`src/rtl/core/mlfq_ram.sv`:
```
// Simple dual-port synchronous RAM, one write and one registered read per cycle.
// No dependencies.
`timescale 1ns / 1ps

module mlfq_ram #(
    parameter int DEPTH = 128,
    parameter int WIDTH = 8,
    parameter int AW    = $clog2(DEPTH)
) (
    input  logic             clk,
    input  logic             we,
    input  logic [AW-1:0]    waddr,
    input  logic [WIDTH-1:0] wdata,
    input  logic [AW-1:0]    raddr,
    output logic [WIDTH-1:0] rdata
);

    logic [WIDTH-1:0] mem [DEPTH];

    always_ff @(posedge clk)
    begin
        if (we)
        begin
            mem[waddr] <= wdata;
        end
        rdata <= mem[raddr];
    end

endmodule

```
`config.mk`:
```
export PLATFORM = sky130hd
export DESIGN_NAME = mlfq_ram
export DESIGN_NICKNAME = d
export VERILOG_FILES = /design/src/rtl/core/mlfq_ram.sv
export SDC_FILE = /design/constraint.sdc
export NUM_CORES = 1
export LEC_CHECK = 0
export BUFFER_PORTS_ARGS = -buffer_cell sky130_fd_sc_hd__buf_2
export CAP_MARGIN = 20
export CORE_UTILIZATION = 55
export CTS_BUF_LIST = sky130_fd_sc_hd__clkbuf_16
export CTS_CLUSTER_DIAMETER = 30
export DETAILED_ROUTE_END_ITERATION = 8
export MAX_ROUTING_LAYER = met4
export PLACE_DENSITY_LB_ADDON = 0.08
export RECOVER_POWER = 50
export REMOVE_ABC_BUFFERS = 1
export SYNTH_ARGS = -nofsm -noshare
export SYNTH_HDL_FRONTEND = slang
export SYNTH_SLANG_ARGS = --single-unit
```
`constraint.sdc`:
```
create_clock -name clk -period 3.6 [get_ports clk]
set_clock_uncertainty 0.15 [all_clocks]
set_input_delay 0.36 -clock clk [delete_from_list [all_inputs] [get_ports clk]]
set_output_delay 0.36 -clock clk [all_outputs]
set_load 0.01 [all_outputs]
```
==> Word level (Yosys, flattened, before mapping) <==
Memory sizes are Yosys's and may differ from the RTL's. A register that Yosys moved wholly into a read port is not among the register bits.
Cells that the tools add are included.
{ "totals": {"ram_bits": 1024, "n_memories": 1, "output_inout_bits": 8, "ff_bits": 0} }
{ "memory_table": {"columns": ["memory", "words", "word_bits", "read_ports", "rd_clocked_by_memory_dff", "wr", "line_no", "text"], "rows": [
  ["mem", 128, 8, 1, 1, 1, "18", "logic [WIDTH-1:0] mem [DEPTH];"]
]} }
{ "classes": {"muxes": 2} }
{ "op_table": {"columns": ["operator", "n"], "rows": [
  ["1-bit 2-to-1 mux", 2]
]} }

==> Longest topological paths before layout <==
{ "depth": {"ltp_word": 2, "ltp_mapped": 7} }

==> Worst setup path after synthesis <==
OpenSTA, ideal clock, no wires.
{ "synth_timing": {"kind": "in2reg", "startpoint": "in raddr[0]", "endpoint": "reg rdata[0] (read register of mem)", "path_buffers": 2, "stages": 6, "path_slack_ns": 0.586, "arrival_time_ns": 2.743, "path_cell_list": "clkbuf_1 > buf_1 > mux4_2 > mux4_2 > mux4_2 > mux2_2"} }
{ "synth_rtl": {"columns": ["item", "line_no", "text"], "rows": [
  ["from (decl)", "14", "input logic [AW-1:0] raddr,"],
  ["to (decl)", "15", "output logic [WIDTH-1:0] rdata"]
]} }

==> Worst setup path in the final report <==
{ "layout_timing": {"startpoint": "in wdata[1]", "endpoint": "mem mem[113][1] (data pin)"} }
{ "layout_rtl": {"columns": ["item", "line_no", "text"], "rows": [
  ["from (decl)", "13", "input logic [WIDTH-1:0] wdata,"],
  ["to (decl)", "18", null]
]} }
Straight into the memory's write port.

==> summary.md <==
| Metric | Value |
|---|---|
| Max Cap Violations | 7 |
| Synth Register Bits | approximately 1.0k |
| Crit. End Element | register |
| Row cnt | ~100 |
| Distinct cell type count after synthesis | 17 |
| Core ar. | 0.07136 mm^2 |
| Met3 Wirelength | 6.761 mm |
| Tcrit/Tclk final | 78.95% |
| Crit path required time | 3.73 ns |
| Finish-stage setup viols | 0 |
| Gr ovfl total | 0 |
| Placer Congestion | 0.8141 |
| Violated checks | capacitance limit, slew limit |
| Tmin final | 2.842 ns |
| Worst Hold Class | in -> reg |
| First-pass GRT wire length | 137.3 mm |
| Hold depth | 1 |
| RSZ-0062 raised after global routing | false |
| Largest net degree at the start of global routing | 95 |
| Tot GR Track Use | 27.40% |
| Initial antenna violation count | 10 |
| Buf+Inv Stages, Crit Path | 2 |
| Worst Min Path Start | wdata[4] |
| DIE AREA | 0.07320 mm^2 |
| Initial drt markers | 2,178 |
| Total wire length | 93.25 mm |
| Sequential share of the synthesized area | roughly 78% |
| Worst skew pair latency | 0.75 ns |
| Power Density | 651.0 mW/mm^2 |
| Port Buf Inserts | 31 |
| Most common cell after layout, fill and taps aside | edfxtp_1 |
| Gate Count Post-Synth | 1,635 |
| DRT Pass-1 Iters | 5 |
| Cts bufs inserted | 178 |
| Postcts setup bufs | 0 |
| Status | finished with violations |
| Yosys warning count | 0 |
| Crit path largest cell delay | 1.31 ns |
| Most frequent cells in the layout | edfxtp_1, mux4_2, clkbuf_16 |
| Clk root buf | clkbuf_16 |
| IR drop worst, VDD | ~0.5 mV |
| Lkg Pwr | about 16 nW |
| Worst Max-Slew Pin Slew | 2.524 ns |
| Post-Layout Cell Count | 3,031 |
| Crit Reg-Reg Startpoint | mem[7][7] |
| Share of cells above drive strength 1 | between 30% and 40% |
| Syn-to-layout area delta | 21.33% |
| CTS clk-pin slew, worst paths | 0.05 ns |
| Worst setup SP type | input port |
| Hold EP | mem[30][4] |
| Clock Tree Buf Depth | 3 |
| R2R depth | 4 |
| Die X | roughly 270 um |
| Hpwl dp | 58.16 mm |
| Reg2Reg Setup Slack | 0.95 ns |
| Syn_area_per_cell | 24.26 um^2 |
| Critical path's slowest cell | clkbuf_1 |
| Post-CTS sizing | 0 |
| Crit path max-delay family | buffers and inverters |
| Final Slew Violations | 476 |
| Via count of the first global-routing pass | 19.57k |
| DRC violations left | 0 |
| WS Path Type | in -> reg |
| Highest Signal Layer | met4 |
| Vias | 18.73k |
| CP arrival | 2.97 ns |
| Routed wire per std cell | 30.77 um |
| Hold buffers post-CTS | 3 |
| Met1 WL | 38.57 mm |
| Crit Path Max Fanout | 85 |
| Die Y | 270.6 um |
| Setup TNS | 0 ns |
| Synth Cell Area | approximately 0.040 mm^2 |
| Initial Utilization | 55.58% |
| Slew headroom | -68.28% |
| H-tree level count | 4 |
| Max Fclk | 351.8 MHz |
| RR Endpoint | rdata[7] |
| IO Pins | 32 |
| CTS tree | yes |
| Via/cell ratio | 6.179 |
| Num Clock Sinks | 1,032 |
| Metal2 WL | 46.21 mm |
| DP Cell Count | between 2k and 3k |
| Fin. Hold Viols | 0 |
| Critical-path cell list | clkbuf_2 > clkbuf_1 |
| Routed Antenna Nets | 0 |
| Fin util | 67.44% |
| Nets | between 1.5k and 2k |
layer usage:
metal	GRT usage, %	vias up
met1	37.65	10180
met4	7.791	0
li1	-	7676
met2	41.99	755
met3	6.000	120
met5	-	-
flip-flops by register name (all words and copies together), names as in the netlist:
name   flops
mem     1024
rdata      8
kinds of logic after synthesis:
| family | after synthesis | share of synthesized area (%) |
|---|---|---|
| multiplexers | 344 | 19.30 |
| AND/OR/NAND/NOR | 170 | 1.757 |
| buffers and inverters | 89 | 1.013 |
| flip-flops | 1032 | 77.93 |
power by group:
group	switching [mW]	leakage [nW]	internal [mW]
combinational	0.729	3.19	0.525
clock	6.00	3.04	10.7
sequential	0.0353	9.27	13.3
total	6.77	15.5	24.6
Yosys cell counts, drive strengths merged:
library cell,instances,area [um^2]
dfxtp,8,160.2
nor2b,7,43.79
mux2,8,90.09
or3,1,6.260
nor3,9,45.04
nand2b,2,12.51
buf,45,236.5
clkbuf,44,165.2
nand2,14,52.55
nand4,3,18.77
mux4,336,7567
nor2,122,457.9
nand3,12,60.06
edfxtp,1024,30750
final cells by class:
cell class              count  area, um^2
diodes                      9       22.52
clock buffers             178        4454
clock inverters           156        1717
fillers                  4572       23240
multi-input cells         514        8354
flip-flops and latches   1032       30910
well taps                 950        1189
repair buffers            192        1479
worst register-to-register path, cell delays in order (launching register included):
cell      delay (ns)
edfxtp_1        0.37
mux4_2          0.51
mux4_2          0.59
mux4_2          0.61
mux2_2          0.31
through the flow:
step           instance area (um^2)  total power [mW]  hold slack, ns  worst slack, ns
2_1_floorplan                 39260             14.05          0.3089            1.342
3_3_place_gp                  42050             14.81          0.6543           0.1969
3_5_place_dp                  42050             14.83          0.6578           0.2085
4_1_cts                       48250             31.55         0.02054           0.9473
5_1_grt                       48120             32.15         0.05207           0.4420
6_report                      48120             31.33         0.02959           0.7578
how the worst max path moves through the flow:
| stage | startpoint | end | slack, ns | depth (start not counted) |
|---|---|---|---|---|
| floorplan | raddr[0] | rdata[0] | 1.34 | 4 |
| global placement | raddr[0] | rdata[0] | 0.20 | 7 |
| detailed placement | raddr[0] | rdata[0] | 0.21 | 7 |
| CTS | mem[7][7] | rdata[7] | 0.95 | 4 |
| global route | wdata[1] | mem[112][1] | 0.44 | 2 |
| finish | wdata[1] | mem[113][1] | 0.76 | 2 |
(Power assumes the default switching activity.)
